--- src/rtl/lsra_pkg.sv ---
`default_nettype none

package lsra_pkg;

    // sizing
    localparam int MAX_REGS = 8;
    localparam int REG_W    = (MAX_REGS > 1) ? $clog2(MAX_REGS) : 1;
    localparam int COUNT_W  = $clog2(MAX_REGS + 1);
    localparam int VREG_W   = 16;
    localparam int PT_W     = 16;
    localparam int LOC_W    = 16;
    localparam int CFG_W    = 4;

    // config port
    localparam int ADDR_W = 3;
    localparam int DATA_W = 32;
    localparam logic [ADDR_W-3:0] REG_IDX_COUNT = '0;
    localparam logic [CFG_W-1:0] REG_COUNT_RESET = CFG_W'(3);

    // result queue
    localparam int QUEUE_DEPTH = 2;
    localparam int QCNT_W      = $clog2(QUEUE_DEPTH + 1);

    typedef enum logic [1:0] {
        OP_HOLD   = 2'd0,
        OP_CLEAR  = 2'd1,
        OP_INSERT = 2'd2,
        OP_SPILL  = 2'd3
    } cell_op_t;

    typedef struct packed {
        logic [VREG_W-1:0] vreg;
        logic [PT_W-1:0]   end_pt;
        logic [REG_W-1:0]  phys;
    } lsra_entry_t;

    // broadcast from the sequencer to every cell
    typedef struct packed {
        cell_op_t          op;
        logic [PT_W-1:0]   start;
        lsra_entry_t       new_entry;
    } lsra_ctrl_t;

    // compare results a cell shows its neighbors
    typedef struct packed {
        logic keep;   // active and survives expiry
        logic ge;     // active and end <= new end: moves toward the tail on insert
        logic gt;     // active and end > new end
    } lsra_flags_t;

    typedef struct packed {
        logic [VREG_W-1:0] assigned_vreg;
        logic              on_stack;
        logic [LOC_W-1:0]  location;
        logic              last_result;
    } lsra_result_t;

    // register count as used: 0 acts as 1, above MAX_REGS clamps
    function automatic logic [COUNT_W-1:0] lsra_eff_count(input logic [CFG_W-1:0] v);
        logic [COUNT_W-1:0] n;
        n = COUNT_W'(v);
        if (v == '0)
        begin
            n = COUNT_W'(1);
        end
        else if (32'(v) > MAX_REGS)
        begin
            n = COUNT_W'(MAX_REGS);
        end
        return n;
    endfunction

endpackage

`default_nettype wire

--- src/rtl/lsra_interval_if.sv ---
`default_nettype none

interface lsra_interval_if import lsra_pkg::*; ();
    logic              valid;
    logic              ready;
    logic [VREG_W-1:0] interval_vreg;
    logic [PT_W-1:0]   interval_start;
    logic [PT_W-1:0]   interval_end;
    logic              first_of_function;

    modport source (
        output valid, interval_vreg, interval_start, interval_end, first_of_function,
        input  ready
    );
    modport sink (
        input  valid, interval_vreg, interval_start, interval_end, first_of_function,
        output ready
    );
endinterface

`default_nettype wire

--- src/rtl/lsra_result_if.sv ---
`default_nettype none

interface lsra_result_if import lsra_pkg::*; ();
    logic              valid;
    logic              ready;
    logic [VREG_W-1:0] assigned_vreg;
    logic              on_stack;
    logic [LOC_W-1:0]  location;
    logic              last_result;

    modport source (
        output valid, assigned_vreg, on_stack, location, last_result,
        input  ready
    );
    modport sink (
        input  valid, assigned_vreg, on_stack, location, last_result,
        output ready
    );
endinterface

`default_nettype wire

--- src/rtl/lsra_cell.sv ---
`default_nettype none

// One slot of the allocation row. Below the active count it holds a live
// interval; at or above it, it holds one free register of the stack.
module lsra_cell import lsra_pkg::*; (
    input  logic             clk,
    input  lsra_ctrl_t       ctrl,
    input  logic             active,
    input  logic             first_free,
    input  logic [REG_W-1:0] init_phys,
    input  lsra_entry_t      left_entry,
    input  lsra_flags_t      left_flags,
    input  lsra_entry_t      right_entry,
    input  lsra_flags_t      right_flags,
    output lsra_entry_t      entry,
    output lsra_flags_t      flags
);

    lsra_entry_t entry_reg;
    lsra_entry_t entry_next;

    always_comb
    begin
        flags.keep = active && (entry_reg.end_pt >= ctrl.start);
        flags.ge   = active && (entry_reg.end_pt <= ctrl.new_entry.end_pt);
        flags.gt   = active && (entry_reg.end_pt >  ctrl.new_entry.end_pt);
    end

    always_comb
    begin
        entry_next = entry_reg;
        unique case (ctrl.op)
            OP_CLEAR:
            begin
                entry_next.phys = init_phys;
            end
            OP_INSERT:
            begin
                // shift toward the tail, new word lands where the left stops shifting
                if (flags.ge || first_free)
                begin
                    entry_next = left_flags.ge ? left_entry : ctrl.new_entry;
                end
            end
            OP_SPILL:
            begin
                // head leaves; later-ending words move up, new word after them
                if (right_flags.gt)
                begin
                    entry_next = right_entry;
                end
                else if (flags.gt)
                begin
                    entry_next = ctrl.new_entry;
                end
            end
            default:
            begin
                entry_next = entry_reg;
            end
        endcase
    end

    always_ff @(posedge clk)
    begin
        entry_reg <= entry_next;
    end

    assign entry = entry_reg;

endmodule

`default_nettype wire

--- src/rtl/lsra_apb_regs.sv ---
`default_nettype none

module lsra_apb_regs import lsra_pkg::*; (
    input  logic               clk,
    input  logic               rst_n,
    input  logic               psel,
    input  logic               penable,
    input  logic               pwrite,
    input  logic [ADDR_W-1:0]  paddr,
    input  logic [DATA_W-1:0]  pwdata,
    output logic [DATA_W-1:0]  prdata,
    output logic               pready,
    output logic [COUNT_W-1:0] eff_count,
    output logic               cfg_clear
);

    logic [CFG_W-1:0]   count_reg;
    logic [COUNT_W-1:0] eff_reg;
    logic               hit;
    logic               wr_en;

    assign pready = 1'b1;
    assign hit    = (paddr[ADDR_W-1:2] == REG_IDX_COUNT);
    assign wr_en  = psel && penable && pwrite && pready && hit;

    always_ff @(posedge clk or negedge rst_n)
    begin
        if (!rst_n)
        begin
            count_reg <= REG_COUNT_RESET;
            eff_reg   <= lsra_eff_count(REG_COUNT_RESET);
        end
        else if (wr_en)
        begin
            count_reg <= pwdata[CFG_W-1:0];
            eff_reg   <= lsra_eff_count(pwdata[CFG_W-1:0]);
        end
    end

    assign prdata    = hit ? DATA_W'(count_reg) : '0;
    assign eff_count = eff_reg;
    assign cfg_clear = wr_en;

endmodule

`default_nettype wire

--- src/rtl/lsra_out_queue.sv ---
`default_nettype none

// Two-word result buffer; up to two words enter per cycle.
module lsra_out_queue import lsra_pkg::*; (
    input  logic              clk,
    input  logic              rst_n,
    input  logic              push0,
    input  logic              push1,
    input  lsra_result_t      data0,
    input  lsra_result_t      data1,
    output logic [QCNT_W-1:0] free_slots,
    lsra_result_if.source     result
);

    lsra_result_t      q_reg  [QUEUE_DEPTH];
    lsra_result_t      q_next [QUEUE_DEPTH];
    logic [QCNT_W-1:0] cnt_reg;
    logic [QCNT_W-1:0] cnt_next;
    logic              pop;

    assign pop = result.valid && result.ready;

    always_comb
    begin
        q_next   = q_reg;
        cnt_next = cnt_reg;
        if (pop)
        begin
            q_next[0] = q_reg[1];
            cnt_next  = cnt_reg - QCNT_W'(1);
        end
        if (push0)
        begin
            if (cnt_next == '0)
            begin
                q_next[0] = data0;
                q_next[1] = data1;
            end
            else
            begin
                q_next[1] = data0;
            end
            cnt_next = cnt_next + QCNT_W'(1) + QCNT_W'(push1);
        end
    end

    always_ff @(posedge clk)
    begin
        q_reg <= q_next;
    end

    always_ff @(posedge clk or negedge rst_n)
    begin
        if (!rst_n)
        begin
            cnt_reg <= '0;
        end
        else
        begin
            cnt_reg <= cnt_next;
        end
    end

    assign free_slots           = QCNT_W'(QUEUE_DEPTH) - cnt_reg;
    assign result.valid         = (cnt_reg != '0);
    assign result.assigned_vreg = q_reg[0].assigned_vreg;
    assign result.on_stack      = q_reg[0].on_stack;
    assign result.location      = q_reg[0].location;
    assign result.last_result   = q_reg[0].last_result;

endmodule

`default_nettype wire

--- src/rtl/linear_scan_register_allocator.sv ---
// Linear scan register allocator.
// Input channel (interval): one word per live interval, in order of rising
// start: vreg, start, end, and first_of_function, which resets the pools,
// the active set and the stack slot counter before that interval.
// Output channel (result): one word per interval, or two when the active
// interval with the latest end is spilled: first the new interval in the
// register it frees (last_result 0), then the spilled one on its stack slot.
// APB port: register_count at byte address 0 (1..8 used, 0 acts as 1); a
// write reloads the free pool and empties the active set.
// Steps: accept, expiry cycle, insert/spill cycle; a new word is taken in the
// insert/spill cycle, so the block takes a new interval while it commits the last.
// An interval with two result words right after another such interval
// waits for buffer room in the insert/spill cycle, even with a ready receiver.
// The first result reaches the port from the result buffer after insert/spill.
// The two-word result buffer must have room for all results of an interval
// before the insert/spill cycle commits; while the receiver stalls, the
// block holds in that cycle and stops taking input.
// Reset: register_count 3, empty active set, slot counter 0. The cell row
// is loaded with the free registers during the first expiry cycle after
// reset or after a config write.
`default_nettype none

module linear_scan_register_allocator import lsra_pkg::*; (
    input  logic              clk,
    input  logic              rst_n,
    lsra_interval_if.sink     interval,
    lsra_result_if.source     result,
    input  logic              psel,
    input  logic              penable,
    input  logic              pwrite,
    input  logic [ADDR_W-1:0] paddr,
    input  logic [DATA_W-1:0] pwdata,
    output logic [DATA_W-1:0] prdata,
    output logic              pready
);

    typedef enum logic [2:0] {
        ST_IDLE   = 3'b001,
        ST_EXPIRE = 3'b010,
        ST_ALLOC  = 3'b100
    } state_t;

    state_t             state_reg, state_next;
    logic [COUNT_W-1:0] ac_reg, ac_next;         // active intervals, cells [0..ac)
    logic [LOC_W-1:0]   slot_reg, slot_next;     // next stack slot, saturating
    logic               clear_pend_reg, clear_pend_next;

    // latched interval word
    logic [VREG_W-1:0]  in_vreg_reg;
    logic [PT_W-1:0]    in_start_reg;
    logic [PT_W-1:0]    in_end_reg;
    logic               in_first_reg;

    logic [COUNT_W-1:0] n_eff;
    logic               cfg_clear;
    logic               in_ready;
    logic               in_accept;

    lsra_ctrl_t         ctrl;
    lsra_entry_t        cell_entry [MAX_REGS];
    lsra_flags_t        cell_flags [MAX_REGS];
    logic [COUNT_W-1:0] keep_count;

    logic               do_alloc;
    logic               do_swap;
    logic [REG_W-1:0]   pop_phys;
    logic [LOC_W-1:0]   slot_inc;
    logic [QCNT_W-1:0]  free_slots;
    logic               room_ok;
    logic               commit;
    logic               slot_clear;
    logic               push0, push1;
    lsra_result_t       res0, res1;

    //--------------------------------------------------------------------
    // config
    //--------------------------------------------------------------------
    lsra_apb_regs u_regs (
        .clk       (clk),
        .rst_n     (rst_n),
        .psel      (psel),
        .penable   (penable),
        .pwrite    (pwrite),
        .paddr     (paddr),
        .pwdata    (pwdata),
        .prdata    (prdata),
        .pready    (pready),
        .eff_count (n_eff),
        .cfg_clear (cfg_clear)
    );

    //--------------------------------------------------------------------
    // cell row: active intervals sorted by falling end from cell 0, then
    // the free stack with its top at cell ac. Cell c loads n-1-c on clear.
    //--------------------------------------------------------------------
    for (genvar i = 0; i < MAX_REGS; i++)
    begin : g_cell
        lsra_entry_t      l_entry, r_entry;
        lsra_flags_t      l_flags, r_flags;
        logic [REG_W-1:0] init_phys;

        if (i == 0)
        begin : g_head
            assign l_entry = '0;
            assign l_flags = '0;
        end
        else
        begin : g_mid_l
            assign l_entry = cell_entry[i-1];
            assign l_flags = cell_flags[i-1];
        end

        if (i == MAX_REGS - 1)
        begin : g_tail
            assign r_entry = '0;
            assign r_flags = '0;
        end
        else
        begin : g_mid_r
            assign r_entry = cell_entry[i+1];
            assign r_flags = cell_flags[i+1];
        end

        assign init_phys = REG_W'(n_eff - COUNT_W'(i + 1));

        lsra_cell u_cell (
            .clk         (clk),
            .ctrl        (ctrl),
            .active      (COUNT_W'(i) < ac_reg),
            .first_free  (COUNT_W'(i) == ac_reg),
            .init_phys   (init_phys),
            .left_entry  (l_entry),
            .left_flags  (l_flags),
            .right_entry (r_entry),
            .right_flags (r_flags),
            .entry       (cell_entry[i]),
            .flags       (cell_flags[i])
        );
    end

    // survivors of expiry form a prefix of the row
    always_comb
    begin
        keep_count = '0;
        for (int i = 0; i < MAX_REGS; i++)
        begin
            keep_count = keep_count + COUNT_W'(cell_flags[i].keep);
        end
    end

    //--------------------------------------------------------------------
    // insert / spill decision
    //--------------------------------------------------------------------
    assign do_alloc = (ac_reg < n_eff);
    // row full: head holds the latest end
    assign do_swap  = !do_alloc && cell_flags[0].gt;
    assign pop_phys = cell_entry[ac_reg[REG_W-1:0]].phys;
    assign slot_inc = (slot_reg == '1) ? slot_reg : slot_reg + LOC_W'(1);
    assign room_ok  = (free_slots >= (do_swap ? QCNT_W'(2) : QCNT_W'(1)));
    assign commit   = (state_reg == ST_ALLOC) && room_ok;

    always_comb
    begin
        ctrl.start            = in_start_reg;
        ctrl.new_entry.vreg   = in_vreg_reg;
        ctrl.new_entry.end_pt = in_end_reg;
        ctrl.new_entry.phys   = do_alloc ? pop_phys : cell_entry[0].phys;
        ctrl.op               = OP_HOLD;

        res0.assigned_vreg = in_vreg_reg;
        res0.on_stack      = !do_alloc && !do_swap;
        res0.location      = (do_alloc || do_swap) ? LOC_W'(ctrl.new_entry.phys) : slot_reg;
        res0.last_result   = !do_swap;

        res1.assigned_vreg = cell_entry[0].vreg;
        res1.on_stack      = 1'b1;
        res1.location      = slot_reg;
        res1.last_result   = 1'b1;

        state_next      = state_reg;
        ac_next         = ac_reg;
        slot_next       = slot_reg;
        clear_pend_next = clear_pend_reg;
        in_ready        = 1'b0;
        push0           = 1'b0;
        push1           = 1'b0;
        slot_clear      = cfg_clear;

        unique case (state_reg)
            ST_IDLE:
            begin
                in_ready = 1'b1;
                if (interval.valid)
                begin
                    state_next = ST_EXPIRE;
                end
            end
            ST_EXPIRE:
            begin
                if (clear_pend_reg || in_first_reg)
                begin
                    ctrl.op         = OP_CLEAR;
                    ac_next         = '0;
                    slot_next       = '0;
                    clear_pend_next = 1'b0;
                    slot_clear      = 1'b1;
                end
                else
                begin
                    ac_next = keep_count;
                end
                state_next = ST_ALLOC;
            end
            ST_ALLOC:
            begin
                if (room_ok)
                begin
                    push0    = 1'b1;
                    push1    = do_swap;
                    in_ready = 1'b1;
                    if (do_alloc)
                    begin
                        ctrl.op = OP_INSERT;
                        ac_next = ac_reg + COUNT_W'(1);
                    end
                    else
                    begin
                        ctrl.op   = do_swap ? OP_SPILL : OP_HOLD;
                        slot_next = slot_inc;
                    end
                    state_next = interval.valid ? ST_EXPIRE : ST_IDLE;
                end
            end
            default:
            begin
                state_next = ST_IDLE;
            end
        endcase

        // config write: empty the set now, reload the row at next expiry
        if (cfg_clear)
        begin
            ac_next         = '0;
            slot_next       = '0;
            clear_pend_next = 1'b1;
        end
    end

    assign interval.ready = in_ready;
    assign in_accept      = interval.valid && in_ready;

    always_ff @(posedge clk or negedge rst_n)
    begin
        if (!rst_n)
        begin
            state_reg      <= ST_IDLE;
            ac_reg         <= '0;
            slot_reg       <= '0;
            clear_pend_reg <= 1'b1;
        end
        else
        begin
            state_reg      <= state_next;
            ac_reg         <= ac_next;
            slot_reg       <= slot_next;
            clear_pend_reg <= clear_pend_next;
        end
    end

    always_ff @(posedge clk)
    begin
        if (in_accept)
        begin
            in_vreg_reg  <= interval.interval_vreg;
            in_start_reg <= interval.interval_start;
            in_end_reg   <= interval.interval_end;
            in_first_reg <= interval.first_of_function;
        end
    end

    //--------------------------------------------------------------------
    // result buffer
    //--------------------------------------------------------------------
    lsra_out_queue u_queue (
        .clk        (clk),
        .rst_n      (rst_n),
        .push0      (push0),
        .push1      (push1),
        .data0      (res0),
        .data1      (res1),
        .free_slots (free_slots),
        .result     (result)
    );

    //--------------------------------------------------------------------
    // checks
    //--------------------------------------------------------------------
    a_count_bound: assert property (@(posedge clk) disable iff (!rst_n)
        ac_reg <= n_eff)
        else $error("active count above register count");

    a_swap_full: assert property (@(posedge clk) disable iff (!rst_n)
        (commit && do_swap) |-> (ac_reg == n_eff))
        else $error("register handed over while free registers remain");

    a_slot_mono: assert property (@(posedge clk) disable iff (!rst_n)
        !slot_clear |=> (slot_reg >= $past(slot_reg)))
        else $error("stack slot counter went backward");

endmodule

`default_nettype wire
--- src/flat_wrapper.sv ---
// flat-port wrapper written by rule: the top's interface ports become plain ports
module linear_scan_register_allocator_flat import lsra_pkg::*;
  (clk, rst_n, psel, penable, pwrite, paddr, pwdata, prdata, pready, interval_valid, interval_interval_vreg, interval_interval_start, interval_interval_end, interval_first_of_function, interval_ready, result_valid, result_assigned_vreg, result_on_stack, result_location, result_last_result, result_ready);
  lsra_interval_if interval_i ();
  lsra_result_if result_i ();
  input  logic clk;
  input  logic rst_n;
  input  logic psel;
  input  logic penable;
  input  logic pwrite;
  input  logic [ADDR_W-1:0] paddr;
  input  logic [DATA_W-1:0] pwdata;
  output logic [DATA_W-1:0] prdata;
  output logic pready;
  input wire logic [$bits(interval_i.valid)-1:0] interval_valid;
  input wire logic [$bits(interval_i.interval_vreg)-1:0] interval_interval_vreg;
  input wire logic [$bits(interval_i.interval_start)-1:0] interval_interval_start;
  input wire logic [$bits(interval_i.interval_end)-1:0] interval_interval_end;
  input wire logic [$bits(interval_i.first_of_function)-1:0] interval_first_of_function;
  output wire logic [$bits(interval_i.ready)-1:0] interval_ready;
  output wire logic [$bits(result_i.valid)-1:0] result_valid;
  output wire logic [$bits(result_i.assigned_vreg)-1:0] result_assigned_vreg;
  output wire logic [$bits(result_i.on_stack)-1:0] result_on_stack;
  output wire logic [$bits(result_i.location)-1:0] result_location;
  output wire logic [$bits(result_i.last_result)-1:0] result_last_result;
  input wire logic [$bits(result_i.ready)-1:0] result_ready;
  assign interval_i.valid = interval_valid;
  assign interval_i.interval_vreg = interval_interval_vreg;
  assign interval_i.interval_start = interval_interval_start;
  assign interval_i.interval_end = interval_interval_end;
  assign interval_i.first_of_function = interval_first_of_function;
  assign interval_ready = interval_i.ready;
  assign result_valid = result_i.valid;
  assign result_assigned_vreg = result_i.assigned_vreg;
  assign result_on_stack = result_i.on_stack;
  assign result_location = result_i.location;
  assign result_last_result = result_i.last_result;
  assign result_i.ready = result_ready;
  linear_scan_register_allocator u_core (.clk(clk), .rst_n(rst_n), .interval(interval_i), .result(result_i), .psel(psel), .penable(penable), .pwrite(pwrite), .paddr(paddr), .pwdata(pwdata), .prdata(prdata), .pready(pready));
endmodule
--- config.mk ---
export PLATFORM = sky130hd
export DESIGN_NAME = linear_scan_register_allocator_flat
export DESIGN_NICKNAME = d
export VERILOG_FILES = /design/src/rtl/lsra_pkg.sv /design/src/rtl/lsra_interval_if.sv /design/src/rtl/lsra_result_if.sv /design/src/rtl/lsra_cell.sv /design/src/rtl/lsra_apb_regs.sv /design/src/rtl/lsra_out_queue.sv /design/src/rtl/linear_scan_register_allocator.sv /design/src/flat_wrapper.sv
export SDC_FILE = /design/constraint.sdc
export NUM_CORES = 1
export LEC_CHECK = 0
export ABC_CLOCK_PERIOD_IN_PS = 7000
export BUFFER_PORTS_ARGS = -buffer_cell sky130_fd_sc_hd__buf_2
export CAP_MARGIN = 20
export CORE_MARGIN = 2
export CORE_UTILIZATION = 35
export CTS_BUF_LIST = sky130_fd_sc_hd__clkbuf_4
export DETAILED_ROUTE_END_ITERATION = 12
export PLACE_DENSITY = 0.59
export SLEW_MARGIN = 20
export SYNTH_ARGS = -nofsm -noshare
export SYNTH_HDL_FRONTEND = slang
export SYNTH_HIERARCHICAL = 1
export SYNTH_SLANG_ARGS = --single-unit
--- constraint.sdc ---
create_clock -name clk -period 7 [get_ports clk]
set_clock_uncertainty 0.05 [all_clocks]
set_input_delay 0.35 -clock clk [delete_from_list [all_inputs] [get_ports clk]]
set_output_delay 0.35 -clock clk [all_outputs]
set_load 0.03 [all_outputs]
==> flow_summary.yaml <==
outcome:
  violations: "slew limit"
  run_status: "finished with violations"
clock_tree:
  cts_tree: "built"
  cts_buffer_depth: 3
  cts_root_buffer: "clkbuf_4"
  numCtsBuffers: 130
  clk-insertion-delay-late_ns: 1.01
  path_clk_slew_ns: 0.06
  hold_buffers: 115
  postCtsSetupRepairBufs: 0
  ctsResizeCount: 0
  h-tree-depth: 4
  clock_sinks: 431
timing:
  slew_violations: 98
  finalSetupViolations: 0
  final_hold_viol_count: 0
  timing.fmax_mhz: 161
  fin_crit_sh: 0.890
  tightest_slew_ns: 2.47
  finalSetupTns_ns: 0
  grt_setup_unrepaired: "no"
  fin_crit_ns: 6.23
  layout_setup_ws_ns: 0.771
  relSlewSlack: -0.651
floorplanning:
  coreArea_um2: 80800
  die_h_um: 290
  rows: 104
  die-area_um2: 84100
  die_w_um: 290
  io-pin-count: 160
  start_util: 0.354
routing:
  drc: 0
  routed_wl_um: 86400
  ant_nets: 0
  drt_iter0_drc: 1935
  firstDrtPassIters: 5
  wl_per_cell_um: 20.1
  vias: 23300
  viasPerCell: 5.42
power_and_ir_drop:
  power_frac_clock: 0.252
  power_switching_mw: 3.97
  cellPowerDensity_nw_per_um2: 305
  peakVddDrop_v: 0.000196
  leakage_nw: 13.6
  finalPower_mw: 10.1
  power.internal_mw: 6.11
  p_comb_frac: 0.396
  sw_frac_of_total: 0.394
  seqPwrFrac: 0.352
min_path:
  holdPathStages: 2
  whs_endpoint: "u_core/in_end_reg[12]$_DFFE_PP_"
  hold_start: "interval_interval_end[12]"
  min_path_type: "input pin to register"
global_routing:
  grt_pass1_wl_um: 133000
  grt_use_total: 0.202
  grt_max_degree: 71
  grt_pass1_vias: 23000
  grt_overflow: 0
  antenna_found_initial: 1
final_layout:
  nets: 3518
  layout-drive-gt1-share: 0.166
  area_growth_pct: 15.4
  largest_reg_flops: 280
  fillers: 7903
setup_path:
  criticalPathCategory: "register to register"
  r2r-start: "u_core/in_end_reg[7]$_DFFE_PP_"
  setup.worst_path.end_class: "register"
  critPathRequiredTime_ns: 7.66
  worst_setup_path_start_kind: "register"
  cp_max_fo: 19
  cp.arrival_ns: 6.89
  ff2ff_path_depth: 19
  r2r-end: "u_core/g_cell[4].u_cell/entry[21]$_DFFE_PP_"
  regToRegSetupSlack_ns: 0.77
yosys:
  synth_area_um2: 28600
  syn_avg_cell_area_um2: 10.0
  yosysWarnings: 6
  netlist_instances: 2857
placement:
  hpwl_um: 60000
  preCtsSetupSlack_ns: 0.873
  io_buffers: 100
  gp_congestion: 0.876
job:
  cap_violations: 0
## worst max path at each step
stage | from | endpoint | slack, ns | cells past startpoint
after floorplan | u_core/in_end_reg[15]$_DFFE_PP_ | u_core/g_cell[0].u_cell/entry[10]$_DFFE_PP_ | 0.99 | 15
after global placement | u_core/in_end_reg[13]$_DFFE_PP_ | u_core/g_cell[4].u_cell/entry[33]$_DFFE_PP_ | 1.11 | 19
after detailed placement | u_core/in_end_reg[13]$_DFFE_PP_ | u_core/g_cell[4].u_cell/entry[21]$_DFFE_PP_ | 0.87 | 19
after CTS | u_core/in_end_reg[7]$_DFFE_PP_ | u_core/g_cell[4].u_cell/entry[21]$_DFFE_PP_ | 0.87 | 19
after global routing | u_core/in_end_reg[7]$_DFFE_PP_ | u_core/g_cell[4].u_cell/entry[21]$_DFFE_PP_ | 0.42 | 19
final | u_core/in_end_reg[7]$_DFFE_PP_ | u_core/g_cell[4].u_cell/entry[21]$_DFFE_PP_ | 0.77 | 19
## worst max-delay path, cell delays in order (launching register included)
cell	delay [ns]
edfxtp_1	0.55
inv_1	0.11
ha_1	0.33
nand4_1	0.31
nor4_4	0.37
o21ai_2	0.16
a31oi_4	0.40
nand2_1	0.25
ha_1	0.34
nand2b_1	0.12
a21oi_1	0.11
nor2_1	0.22
a31oi_1	0.18
nor2_4	0.50
buf_4	0.28
nand2_1	0.13
nand2_2	0.48
nand2_1	0.70
nor2_1	0.30
nor2_1	0.07
## power by group through the flow
stage | combinational (mW) | clock, mW | sequential (mW)
after floorplan | 3.08 | 0 | 3.49
after global placement | 3.80 | 0 | 3.61
after detailed placement | 3.89 | 0 | 3.61
after CTS | 3.96 | 2.61 | 3.56
after global routing | 4.41 | 2.74 | 3.59
final | 3.99 | 2.54 | 3.55
## placed cells by master (no fill, tap or decap), types with 9 or more instances in the layout
| cell type | count |
|---|---|
| a31oi_1 | 139 |
| and2_1 | 16 |
| mux2i_1 | 62 |
| nor2_1 | 301 |
| inv_1 | 296 |
| a21oi_1 | 120 |
| a21o_1 | 51 |
| nand2_1 | 153 |
| o22ai_1 | 257 |
| nor2_2 | 9 |
| o21ai_2 | 20 |
| nand3_1 | 62 |
| buf_2 | 100 |
| clkbuf_4 | 197 |
| o21ai_1 | 44 |
| dfrtp_1 | 28 |
| nand4_1 | 20 |
| nor3_1 | 23 |
| dfxtp_1 | 34 |
| o21ai_0 | 22 |
| a211oi_1 | 32 |
| mux2_2 | 61 |
| nand2b_1 | 24 |
| ha_1 | 271 |
| edfxtp_1 | 363 |
| buf_4 | 38 |
| conb_1 | 109 |
| nor2b_1 | 27 |
| clkinv_1 | 9 |
| o2111ai_1 | 16 |
| a211o_1 | 9 |
| dlygate4sd3_1 | 114 |
| o21a_1 | 9 |
| o31ai_1 | 18 |
## per-stage QoR
step	utilization	cells	hold slack (ns)	instance area [µm²]
floorplan	-	2962	0.00441	29000
finish	0.409	4304	0.0940	33000
detailed placement	0.374	3965	0.397	30200
CTS	0.409	4303	0.00542	33000
global route	0.409	4304	0.0461	33000
global placement	0.374	3965	0.401	30200
## area by class of cell
type / instances / area [µm²] / area share
multi-input cells: 2033 / 14400 / 0.437
well taps: 1060 / 1330 / 0.0402
diodes: 1 / 2.50 / 0.0000758
inverters: 298 / 1120 / 0.0339
flip-flops and latches: 431 / 12400 / 0.377
clock buffers: 197 / 1480 / 0.0448
repair buffers: 258 / 2050 / 0.0620
clock inverters: 26 / 185 / 0.00561
## per-layer routing
layer	vias to the layer above	wire length, µm	track usage
met5	-	0	0
met4	0	3170	0.0859
met3	170	5860	0.0387
met2	853	39100	0.324
met1	11200	38200	0.268
li1	11100	-	-
No activity file was read; power rests on OpenSTA's default activity.
